===== src/hw/rtl/jit_pkg.sv =====
`timescale 1ns / 1ps
// ----------------------------------------------------------------------------
// jit_pkg: shared types and constants of the job id table
// Command codes, controller states, field widths and parameter defaults.
// ----------------------------------------------------------------------------
package jit_pkg;

	localparam int SLOTS_DEF      = 16;
	localparam int PID_BITS_DEF   = 22;

	localparam int PID_PORT_BITS  = 22;
	localparam int JOB_PORT_BITS  = 5;
	localparam int STATE_BITS     = 2;
	localparam int CMD_BITS       = 3;
	// job ids can climb past the port range through repeated deletes
	localparam int JOB_STORE_BITS = 32;

	localparam logic [STATE_BITS-1:0] RUN_FG = 2'd1;

	typedef enum logic [CMD_BITS-1:0] {
		CMD_ADD      = 3'd0,
		CMD_DELETE   = 3'd1,
		CMD_SET      = 3'd2,
		CMD_FIND_PID = 3'd3,
		CMD_FIND_JOB = 3'd4,
		CMD_FIND_FG  = 3'd5
	} cmd_t;

	typedef enum logic [1:0] {
		ST_IDLE,
		ST_SCAN,
		ST_DONE
	} ctrl_state_t;

endpackage


===== src/hw/rtl/job_id_table_top.sv =====
`timescale 1ns / 1ps
// ----------------------------------------------------------------------------
// job_id_table_top: job slot table with job id allocation
// A ring of SLOTS slot cells rotates once per command past a head controller
// that adds, deletes, edits or looks up slots by pid, job id or foreground.
// ----------------------------------------------------------------------------
//
//   channel  handshake              payload
//   -------  ---------------------  -------------------------------------------
//   input    in_valid / in_stall    cmd, proc_id, job_id, new_state
//   result   out_valid / out_stall  ok, proc_id_out, job_id_out, state_out
//
// Each command is accepted, then the ring shifts one slot per cycle past the
// head until all SLOTS slots have been seen, then the result register is
// loaded. in_stall is low only while the controller is idle; an item may
// be accepted while the previous result still waits, and its result is
// held until the result register is free.
// Reset clears every slot and sets the next job id to 1.
// ----------------------------------------------------------------------------
module job_id_table_top #(
	parameter int SLOTS    = jit_pkg::SLOTS_DEF,
	parameter int PID_BITS = jit_pkg::PID_BITS_DEF
) (
	input  logic                               clk,
	input  logic                               arst_n,
	input  logic                               in_valid,
	output logic                               in_stall,
	input  logic [jit_pkg::CMD_BITS-1:0]       cmd,
	input  logic [jit_pkg::PID_PORT_BITS-1:0]  proc_id,
	input  logic [jit_pkg::JOB_PORT_BITS-1:0]  job_id,
	input  logic [jit_pkg::STATE_BITS-1:0]     new_state,
	output logic                               out_valid,
	input  logic                               out_stall,
	output logic                               ok,
	output logic [jit_pkg::PID_PORT_BITS-1:0]  proc_id_out,
	output logic [jit_pkg::JOB_PORT_BITS-1:0]  job_id_out,
	output logic [jit_pkg::STATE_BITS-1:0]     state_out
);

	// only the low PID_BITS of the pid port take part
	localparam int PW = (PID_BITS < jit_pkg::PID_PORT_BITS) ? PID_BITS
	                                                        : jit_pkg::PID_PORT_BITS;
	localparam int JB = jit_pkg::JOB_STORE_BITS;

	// cell i hands its slot to cell i-1; the tail takes the edited head
	logic [PW-1:0]                  ring_proc  [SLOTS+1];
	logic [JB-1:0]                  ring_job   [SLOTS+1];
	logic [jit_pkg::STATE_BITS-1:0] ring_state [SLOTS+1];

	logic          shift;
	logic [PW-1:0] res_proc;

	genvar gi;
	generate
		for (gi = 0; gi < SLOTS; gi++) begin : g_cell
			jit_cell #(
				.PW (PW)
			) u_cell (
				.clk     (clk),
				.arst_n  (arst_n),
				.shift   (shift),
				.d_proc  (ring_proc[gi+1]),
				.d_job   (ring_job[gi+1]),
				.d_state (ring_state[gi+1]),
				.q_proc  (ring_proc[gi]),
				.q_job   (ring_job[gi]),
				.q_state (ring_state[gi])
			);
		end
	endgenerate

	jit_ctrl #(
		.SLOTS (SLOTS),
		.PW    (PW)
	) u_ctrl (
		.clk        (clk),
		.arst_n     (arst_n),
		.in_valid   (in_valid),
		.in_stall   (in_stall),
		.cmd        (cmd),
		.pid        (proc_id[PW-1:0]),
		.jid        (job_id),
		.new_state  (new_state),
		.head_proc  (ring_proc[0]),
		.head_job   (ring_job[0]),
		.head_state (ring_state[0]),
		.shift      (shift),
		.wb_proc    (ring_proc[SLOTS]),
		.wb_job     (ring_job[SLOTS]),
		.wb_state   (ring_state[SLOTS]),
		.out_valid  (out_valid),
		.out_stall  (out_stall),
		.ok         (ok),
		.res_proc   (res_proc),
		.res_job    (job_id_out),
		.res_state  (state_out)
	);

	// widen the stored pid back to the port
	assign proc_id_out = jit_pkg::PID_PORT_BITS'(res_proc);

endmodule


===== src/hw/rtl/jit_cell.sv =====
`timescale 1ns / 1ps
// ----------------------------------------------------------------------------
// jit_cell: one job slot of the rotating table
// Holds pid, job id and run state; takes its neighbor's slot on shift.
// ----------------------------------------------------------------------------
module jit_cell #(
	parameter int PW = jit_pkg::PID_BITS_DEF
) (
	input  logic                                clk,
	input  logic                                arst_n,
	input  logic                                shift,
	input  logic [PW-1:0]                       d_proc,
	input  logic [jit_pkg::JOB_STORE_BITS-1:0]  d_job,
	input  logic [jit_pkg::STATE_BITS-1:0]      d_state,
	output logic [PW-1:0]                       q_proc,
	output logic [jit_pkg::JOB_STORE_BITS-1:0]  q_job,
	output logic [jit_pkg::STATE_BITS-1:0]      q_state
);

	logic [PW-1:0]                      proc_q;
	logic [jit_pkg::JOB_STORE_BITS-1:0] job_q;
	logic [jit_pkg::STATE_BITS-1:0]     state_q;

	always_ff @(posedge clk or negedge arst_n) begin
		if (!arst_n) begin
			proc_q  <= '0;
			job_q   <= '0;
			state_q <= '0;
		end else if (shift) begin
			proc_q  <= d_proc;
			job_q   <= d_job;
			state_q <= d_state;
		end
	end

	assign q_proc  = proc_q;
	assign q_job   = job_q;
	assign q_state = state_q;

endmodule


===== src/hw/rtl/jit_ctrl.sv =====
`timescale 1ns / 1ps
// ----------------------------------------------------------------------------
// jit_ctrl: head of the slot ring and command sequencer
// Examines the slot at the head each scan cycle, writes back the edited slot
// at the tail, tracks first match and largest job id, drives the handshakes.
// ----------------------------------------------------------------------------
module jit_ctrl #(
	parameter int SLOTS = jit_pkg::SLOTS_DEF,
	parameter int PW    = jit_pkg::PID_BITS_DEF
) (
	input  logic                                clk,
	input  logic                                arst_n,
	// input channel
	input  logic                                in_valid,
	output logic                                in_stall,
	input  logic [jit_pkg::CMD_BITS-1:0]        cmd,
	input  logic [PW-1:0]                       pid,
	input  logic [jit_pkg::JOB_PORT_BITS-1:0]   jid,
	input  logic [jit_pkg::STATE_BITS-1:0]      new_state,
	// ring head and tail
	input  logic [PW-1:0]                       head_proc,
	input  logic [jit_pkg::JOB_STORE_BITS-1:0]  head_job,
	input  logic [jit_pkg::STATE_BITS-1:0]      head_state,
	output logic                                shift,
	output logic [PW-1:0]                       wb_proc,
	output logic [jit_pkg::JOB_STORE_BITS-1:0]  wb_job,
	output logic [jit_pkg::STATE_BITS-1:0]      wb_state,
	// result channel
	output logic                                out_valid,
	input  logic                                out_stall,
	output logic                                ok,
	output logic [PW-1:0]                       res_proc,
	output logic [jit_pkg::JOB_PORT_BITS-1:0]   res_job,
	output logic [jit_pkg::STATE_BITS-1:0]      res_state
);

	localparam int CW = (SLOTS > 1) ? $clog2(SLOTS) : 1;
	localparam logic [CW-1:0] CNT_LAST = CW'(SLOTS - 1);
	localparam int JB = jit_pkg::JOB_STORE_BITS;

	jit_pkg::ctrl_state_t state_q, state_d;

	jit_pkg::cmd_t                      cmd_q;
	logic [PW-1:0]                      pid_q;
	logic [jit_pkg::JOB_PORT_BITS-1:0]  jid_q;
	logic [jit_pkg::STATE_BITS-1:0]     st_q;
	logic [CW-1:0]                      cnt_q;
	logic                               hit_q;
	logic [JB-1:0]                      max_q;
	logic [JB-1:0]                      next_q;
	logic [PW-1:0]                      rp_q;
	logic [JB-1:0]                      rj_q;
	logic [jit_pkg::STATE_BITS-1:0]     rs_q;

	logic                               out_valid_q;
	logic                               ok_q;
	logic [PW-1:0]                      op_q;
	logic [jit_pkg::JOB_PORT_BITS-1:0]  oj_q;
	logic [jit_pkg::STATE_BITS-1:0]     os_q;

	logic          accept, scan, last, load_out, out_free;
	logic          match, first;
	logic [JB-1:0] max_nx, add_nx;
	logic [PW-1:0] cap_proc;
	logic [JB-1:0] cap_job;
	logic [jit_pkg::STATE_BITS-1:0] cap_state;

	assign out_free = !out_valid_q || !out_stall;
	assign last     = (cnt_q == CNT_LAST);

	// sequencer
	always_comb begin
		state_d  = state_q;
		in_stall = 1'b1;
		accept   = 1'b0;
		scan     = 1'b0;
		load_out = 1'b0;
		unique case (state_q)
			jit_pkg::ST_IDLE: begin
				in_stall = 1'b0;
				if (in_valid) begin
					accept  = 1'b1;
					state_d = jit_pkg::ST_SCAN;
				end
			end
			jit_pkg::ST_SCAN: begin
				scan = 1'b1;
				if (last) begin
					state_d = jit_pkg::ST_DONE;
				end
			end
			jit_pkg::ST_DONE: begin
				if (out_free) begin
					load_out = 1'b1;
					state_d  = jit_pkg::ST_IDLE;
				end
			end
			default: begin
				state_d = jit_pkg::ST_IDLE;
			end
		endcase
	end

	assign shift = scan;

	// head slot test and edit
	always_comb begin
		match    = 1'b0;
		wb_proc  = head_proc;
		wb_job   = head_job;
		wb_state = head_state;
		unique case (cmd_q)
			jit_pkg::CMD_ADD:      match = (pid_q != '0) && (head_proc == '0);
			jit_pkg::CMD_DELETE,
			jit_pkg::CMD_SET,
			jit_pkg::CMD_FIND_PID: match = (pid_q != '0) && (head_proc == pid_q);
			jit_pkg::CMD_FIND_JOB: match = (jid_q != '0) && (head_job == JB'(jid_q));
			jit_pkg::CMD_FIND_FG:  match = (head_state == jit_pkg::RUN_FG);
			default:               match = 1'b0;
		endcase
		first = match && !hit_q;
		if (first) begin
			unique case (cmd_q)
				jit_pkg::CMD_ADD: begin
					wb_proc  = pid_q;
					wb_job   = next_q;
					wb_state = st_q;
				end
				jit_pkg::CMD_DELETE: begin
					wb_proc  = '0;
					wb_job   = '0;
					wb_state = '0;
				end
				jit_pkg::CMD_SET: begin
					wb_state = st_q;
				end
				default: begin
				end
			endcase
		end
		// delete reports the slot before it was cleared
		if (cmd_q == jit_pkg::CMD_DELETE) begin
			cap_proc  = head_proc;
			cap_job   = head_job;
			cap_state = head_state;
		end else begin
			cap_proc  = wb_proc;
			cap_job   = wb_job;
			cap_state = wb_state;
		end
		max_nx = (wb_job > max_q) ? wb_job : max_q;
		add_nx = next_q + JB'(1);
		if (add_nx > JB'(SLOTS)) begin
			add_nx = JB'(1);
		end
	end

	always_ff @(posedge clk or negedge arst_n) begin
		if (!arst_n) begin
			state_q     <= jit_pkg::ST_IDLE;
			cnt_q       <= '0;
			hit_q       <= 1'b0;
			next_q      <= JB'(1);
			out_valid_q <= 1'b0;
		end else begin
			state_q <= state_d;
			if (accept) begin
				cnt_q <= '0;
				hit_q <= 1'b0;
			end else if (scan) begin
				cnt_q <= cnt_q + CW'(1);
				if (match) begin
					hit_q <= 1'b1;
				end
				if (last) begin
					if (cmd_q == jit_pkg::CMD_ADD && (hit_q || match)) begin
						next_q <= add_nx;
					end else if (cmd_q == jit_pkg::CMD_DELETE && (hit_q || match)) begin
						next_q <= max_nx + JB'(1);
					end
				end
			end
			if (load_out) begin
				out_valid_q <= 1'b1;
			end else if (!out_stall) begin
				out_valid_q <= 1'b0;
			end
		end
	end

	// payload
	always_ff @(posedge clk) begin
		if (accept) begin
			cmd_q <= jit_pkg::cmd_t'(cmd);
			pid_q <= pid;
			jid_q <= jid;
			st_q  <= new_state;
			max_q <= '0;
			rp_q  <= '0;
			rj_q  <= '0;
			rs_q  <= '0;
		end else if (scan) begin
			max_q <= max_nx;
			if (first) begin
				rp_q <= cap_proc;
				rj_q <= cap_job;
				rs_q <= cap_state;
			end
		end
		if (load_out) begin
			ok_q <= hit_q;
			op_q <= rp_q;
			oj_q <= rj_q[jit_pkg::JOB_PORT_BITS-1:0];
			os_q <= rs_q;
		end
	end

	assign out_valid = out_valid_q;
	assign ok        = ok_q;
	assign res_proc  = op_q;
	assign res_job   = oj_q;
	assign res_state = os_q;

endmodule


===== config.mk =====
export PLATFORM = sky130hd
export DESIGN_NAME = job_id_table_top
export DESIGN_NICKNAME = d
export VERILOG_FILES = /design/src/hw/rtl/jit_pkg.sv /design/src/hw/rtl/job_id_table_top.sv /design/src/hw/rtl/jit_cell.sv /design/src/hw/rtl/jit_ctrl.sv
export SDC_FILE = /design/constraint.sdc
export NUM_CORES = 2
export LEC_CHECK = 0
export BUFFER_PORTS_ARGS = -buffer_cell sky130_fd_sc_hd__buf_2
export CAP_MARGIN = 20
export CORE_ASPECT_RATIO = 1.2
export CORE_UTILIZATION = 63
export DETAILED_ROUTE_END_ITERATION = 7
export PLACE_DENSITY_LB_ADDON = 0.12
export RECOVER_POWER = 25
export SETUP_SLACK_MARGIN = 0.05
export SLEW_MARGIN = 10
export SYNTH_ARGS = -nofsm -noshare
export SYNTH_HDL_FRONTEND = slang
export SYNTH_HIERARCHICAL = 1
export SYNTH_SLANG_ARGS = --single-unit

===== constraint.sdc =====
create_clock -name clk -period 6.8 [get_ports clk]
set_clock_uncertainty 0.05 [all_clocks]
set_input_delay 1.02 -clock clk [delete_from_list [all_inputs] [get_ports clk]]
set_output_delay 1.02 -clock clk [all_outputs]
set_load 0.05 [all_outputs]

[Word level (Yosys, flattened, before mapping)]
Index checks and enable logic that the tools add are counted.
Storage, ports and cells
  register bits after elaboration: 1059
  input port bits: 36
  output and inout bits: 32
  word-level logic and storage cells: 142
Cells by class
  bitwise logic cells: 1
  mux-type cells: 31
  equality and inequality tests: 15
  order comparisons: 2
  reduce and logical (&&, ||, !) cells: 25
  add/sub/neg operators: 3
Operator list (count)
  2-to-1 mux 32 bit: 5
  adder 32 x 1 -> 32 bit (second input constant): 2
  one-hot mux 32 bit (2 select lines): 1
  2-to-1 mux 22 bit: 2
  one-hot mux 22 bit (2 select lines): 1
  equality test 32 x 5 -> 1 bit: 1
  greater-than comparator 32 bit: 1
  greater-than comparator 32 x 5 -> 1 bit (second input constant): 1
  equality test 22 bit: 1
  zero test 22 bit: 1
  nonzero test 22 bit: 1
  2-to-1 mux 1 bit: 11
  2-to-1 mux 2 bit: 5
  2-to-1 mux 4 bit: 2
  equality test 3 x 2 -> 1 bit (second input constant): 2
  equality test 3 bit (second input constant): 2
  logical AND 1 bit: 6
  != test 2 x 1 -> 1 bit (second input constant): 3
  one-hot mux 2 bit (3 select lines): 1
  nonzero test 2 bit: 3
  2-to-1 mux 5 bit: 1
  nonzero test 5 bit: 1
  adder 4 x 1 -> 4 bit (second input constant): 1
  equality test 2 x 1 -> 1 bit (second input constant): 2
  other kinds (16): 20

[Logic depth before layout (Yosys ltp)]
  depth in word-level cells: 10
  gate-level depth with buffers: 28
  mapped depth without buffers: 24

[Hierarchy]
The synthesis kept the hierarchy.
By module, submodules not included
  jit_cell: area each 2243.4 sq um, instances 16, cells each 118, sequential area each 1401.3 sq um
  jit_ctrl: area each 9912.0 sq um, instances 1, cells each 1141, sequential area each 4085.2 sq um

[Worst setup path after synthesis]
Ideal clock, no wire load.
  kind: reg-to-reg
  start: register u_ctrl.pid_q[16]
  end: register u_ctrl.next_q[30]
  setup time: 126 ps
  setup slack: 1000 ps
  path buffers: 3
  stages on the path, launching flop included: 28
  data required time: 6624 ps
  period minus slack after synthesis: 5800 ps
  data arrival time: 5624 ps
  path through: edfxtp_1 > xor2_1 > or4_4 > o22ai_4 > o211a_2 > o21ai_1 > clkbuf_1 > clkbuf_1 > a22oi_1 > inv_1 > ha_1 > nand2_1 > nor4_1 > nand2_1 > nor4_2 > a211o_1 > clkbuf_1 > o211ai_1 > and2_1 > inv_1 > ha_1 > nand3_1 > a21oi_1 > a41oi_1 > nor4_1 > nand2_1 > o311a_1 > a221o_1
RTL lines
  start, declared: line jit_ctrl.sv:44  | logic [PW-1:0] pid_q;
  start signal, assigned: line jit_ctrl.sv:195  | pid_q <= pid;
  end signal, assigned: line jit_ctrl.sv:177  | next_q <= add_nx;
  end signal, assigned: line jit_ctrl.sv:179  | next_q <= max_nx + JB'(1);
  end, declared: line jit_ctrl.sv:50  | logic [JB-1:0] next_q;

==> impl_metrics.csv <==
group,metric,value,unit
worst_setup_path,cp-end-kind,"flip-flop",
yosys,synth_nets,3101,
yosys,synth-async-reset-ratio,88.4,%
grt,grt_overflow,0,
power,clkPwrFrac,32.6,%
drt,drtIter0Drc,1587,
worst_setup_path,cp_slowest_cell,"o41a_1",
cells_and_area,drive_gt1_share,38.3,%
worst_hold_path,hold_depth,0,
clock_network,clkLatencyLatePin,670,ps
yosys,syn_area_per_cell,15.1,sq um
cells_and_area,layout_commonest_cell,"dfrtp_1",
clock_network,path_clk_slew,60,ps
power,total_power,17300,uW
power,switching_share,31.5,%
grt,track_usage,25.3,%
sta,final.setup.tns,0,ps
worst_setup_path,cp_max_fo,20,
drt,firstDrtPassIters,5,
cells_and_area,layout.nets,3196,
floorplan,die_area,73800,sq um
sta,fmax,155,MHz
outcome,status,"finished, violations left",
power,power.leakage,0.0259,uW
floorplan,die_w,248,microns
worst_setup_path,path_class,"flip-flop to flip-flop",
placed_design,place_worst_setup_slack,183,ps
run,max_cap_viol_count,3,
sta,layout_worst_path_cycle_share,94.9,%
sta,min_period,6460,ps
placed_design,hpwl,57.0,mm
clock_network,cts_num_sinks,1059,
floorplan,fp-row-count,107,
drt,postRouteWirelength,91.3,mm
placed_design,port_buffers,67,
grt,grt_pass1_vias,25371,
floorplan,ios,68,
worst_setup_path,critPathLaunchType,"flip-flop",
clock_network,cts_tree,"built",
placed_design,post-place-cells,3944,
grt,grt_max_degree,173,
yosys,synthCells,3029,
drt,dr_total_vias,24173,
grt,grt_pass1_wl,147,mm
sta,slew-limit-headroom,-273,%
clock_network,postCtsHoldBufs,0,
power,seqPwrFrac,40.2,%
worst_setup_path,slowest_delay,500,ps
power,power_density,344,nW/um^2
drt,drtAntennaViolNets,0,
drt,avgViaCountPerCell,5.84,
yosys,synth.yosys.seq_area_share,57.9,%
power,comb_power_share,27.1,%
worst_setup_path,r2r_cells,23,
floorplan,dieHeight,297,microns
power,ir_worst_vdd,0.000446,V
sta,hold_viol,0,
cells_and_area,final_util,70.3,%
worst_hold_path,holdCritPathClass,"flip-flop to flip-flop",
sta,fin_ws,344,ps
yosys,ys.warnings.count,6,
yosys,synth-seq-cells,1059,
power,switching_power,5450,uW
yosys,synth_edf_count,62,
cells_and_area,stdcell_count,4137,
worst_setup_path,critPathArrivalTime,6950,ps
cells_and_area,area_growth,9.72,%
yosys,synth_ff_type,"dfrtp_1",
yosys,synth_cell_types,86,
clock_network,htreeDepth,3,
cells_and_area,antennaDiodeCount,0,
worst_setup_path,crit_required,7300,ps
drt,post_drt_wl_per_cell,22.1,microns
worst_setup_path,worstPathCellList,"nor4_1 > nand4_1 > nor2_1 > o211a_2 > o21ai_4 > a22oi_1 > inv_1 > ha_1 > nand4_1 > nor4_2 > nand2_1 > nor4_2 > buf_4 > a211o_1 > buf_12 > nand2_1 > buf_4 > buf_4 > o41a_1 > a2111oi_1 > nand4b_1 > mux2i_1 > nand2_1",
outcome,violations,"max-capacitance violations, max-slew violations",
power,p_int,11800,uW
floorplan,start_util,64.1,%
yosys,syn_area,45800,sq um
placed_design,gp_congestion,0.888,
clock_network,cts_buffer_depth,3,
sta,rsz0062_at_grt,"no",
floorplan,core,71500,sq um
grt,antenna_found_initial,0,
cells_and_area,layout_common_cells,"935 x dfrtp_1, 638 x mux2_4, 258 x mux2_2",
sta,finalSetupViolations,0,
clock_network,cts_root_buf,"clkbuf_16",
clock_network,cts_buffers,102,
sta,slew_viol_final,235,
drt,drcViolationCount,0,
cells_and_area,fill_cells,4730,
sta,tightest_slew,5600,ps
==> worst max-delay path: cells and delay by family (launching register included) <==
kind,cells,cell delay [ps]
compound gates,6,1960
fa+ha+maj,1,310
buf+inv,5,910
flops,1,440
mux,1,210
simple gates,10,2440
==> Yosys cell counts, types with 4 or more instances <==
master / instances / area (sq um)
and2_1: 7 / 43.8
o21a_1: 9 / 67.6
nand2b_1: 8 / 50.1
nor4_1: 32 / 200
mux2_4: 640 / 9610
inv_1: 83 / 312
a22oi_1: 35 / 263
nand3b_1: 5 / 37.5
nand4_1: 19 / 119
a31oi_1: 14 / 87.6
buf_6: 81 / 912
nor3_1: 16 / 80.1
o21ai_1: 4 / 20.0
o211ai_1: 8 / 60.1
a21oi_1: 92 / 460
a21o_1: 5 / 37.5
o22ai_1: 8 / 50.1
a22o_1: 15 / 131
nor2_1: 114 / 428
dfxtp_1: 61 / 1220
edfxtp_1: 62 / 1860
o31ai_1: 9 / 67.6
nand3_1: 59 / 295
buf_2: 26 / 130
and3_1: 5 / 31.3
clkbuf_1: 47 / 176
mux2i_1: 10 / 100
dfrtp_1: 935 / 23400
mux2_2: 258 / 2910
xnor2_1: 38 / 333
a211oi_1: 32 / 240
ha_1: 36 / 450
or2_2: 7 / 43.8
o21ai_0: 75 / 375
xor2_1: 13 / 114
buf_1: 5 / 18.8
nand2_1: 78 / 293
==> layout make-up <==
class	count	area [sq um]	share of cell area [%]
Sequential cell	1059	26500	52.7
Tap cell	926	1160	2.31
Clock buffer	147	2920	5.81
Timing Repair Buffer	151	1110	2.22
Inverter	84	319	0.635
Clock inverter	44	459	0.914
Multi-Input combinational cell	1726	17800	35.4
==> sequential cells by signal, indices dropped and copies added (netlist names) <==
signal	flops
g_cell.u_cell/q_job	512
g_cell.u_cell/q_proc	352
g_cell.u_cell/q_state	32
u_ctrl/max_q	32
u_ctrl/next_q	32
u_ctrl/pid_q	22
u_ctrl/res_proc	22
u_ctrl/rp_q	22
u_ctrl/jid_q	5
u_ctrl/res_job	5
u_ctrl/rj_q	5
u_ctrl/cnt_q	4
u_ctrl/cmd_q	3
u_ctrl/res_state	2
u_ctrl/rs_q	2
u_ctrl/st_q	2
u_ctrl/state_q	2
u_ctrl/hit_q	1
u_ctrl/ok	1
u_ctrl/out_valid	1
==> final timing paths <==
kind | from | end | slack [ps]
worst max-delay path | g_cell[0].u_cell/q_proc[2]$_DFFE_PN0P_ | u_ctrl/next_q[27]$_DFFE_PN0P_ | 340
worst min-delay path | u_ctrl/rs_q[1]$_SDFFE_PP0P_ | u_ctrl/res_state[1]$_DFFE_PP_ | 380
worst max register to register | g_cell[0].u_cell/q_proc[2]$_DFFE_PN0P_ | u_ctrl/next_q[27]$_DFFE_PN0P_ | 340
worst min register to register | u_ctrl/rs_q[1]$_SDFFE_PP0P_ | u_ctrl/res_state[1]$_DFFE_PP_ | 380
max in group asynchronous | arst_n | g_cell[4].u_cell/q_job[8]$_DFFE_PN0P_ | 1120
min in group asynchronous | arst_n | g_cell[14].u_cell/q_proc[4]$_DFFE_PN0P_ | 2360
==> routing by layer <==
metal	up-vias	track usage (%)	share of wire [%]
met5	-	0	0
met4	0	7.94	2.7
met3	138	3.64	3.8
met2	488	39.3	47
met1	12519	37.0	46
li1	11028	-	-
==> power groups by stage <==
stage	combinational, uW	sequential, uW	clock [uW]
detailed placement	4610	7060	0
floorplan	3530	6960	0
finish	4690	6950	5640
CTS	4620	6950	5780
global placement	4550	7040	0
global route	4960	6980	6030
==> per-stage QoR <==
stage          hold slack (ps)  area, sq um
3_5_place_dp               363        46900
3_3_place_gp               364        46900
2_1_floorplan              358        45800
6_report                   382        50300
5_1_grt                    385        50300
4_1_cts                    362        50300
==> what timing repair did <==
item                                    in CTS  in global routing
gates resized for setup                      0                  5
hold endpoints to repair                     0                  0
endpoints found under the setup margin       0                 11
buffers inserted                             0                  0
==> cells by family (layout without fill, tap and decap cells) <==
group	count (synthesis)	in the layout	synth area share, %
simple gates	381	381	4.18
buf+inv	244	426	3.41
fa+ha+maj	36	36	0.983
xor+xnor	51	51	0.975
flops	1059	1059	57.9
compound gates	350	350	5.05
mux	908	908	27.5
Power figures use the tool's default switching activity.
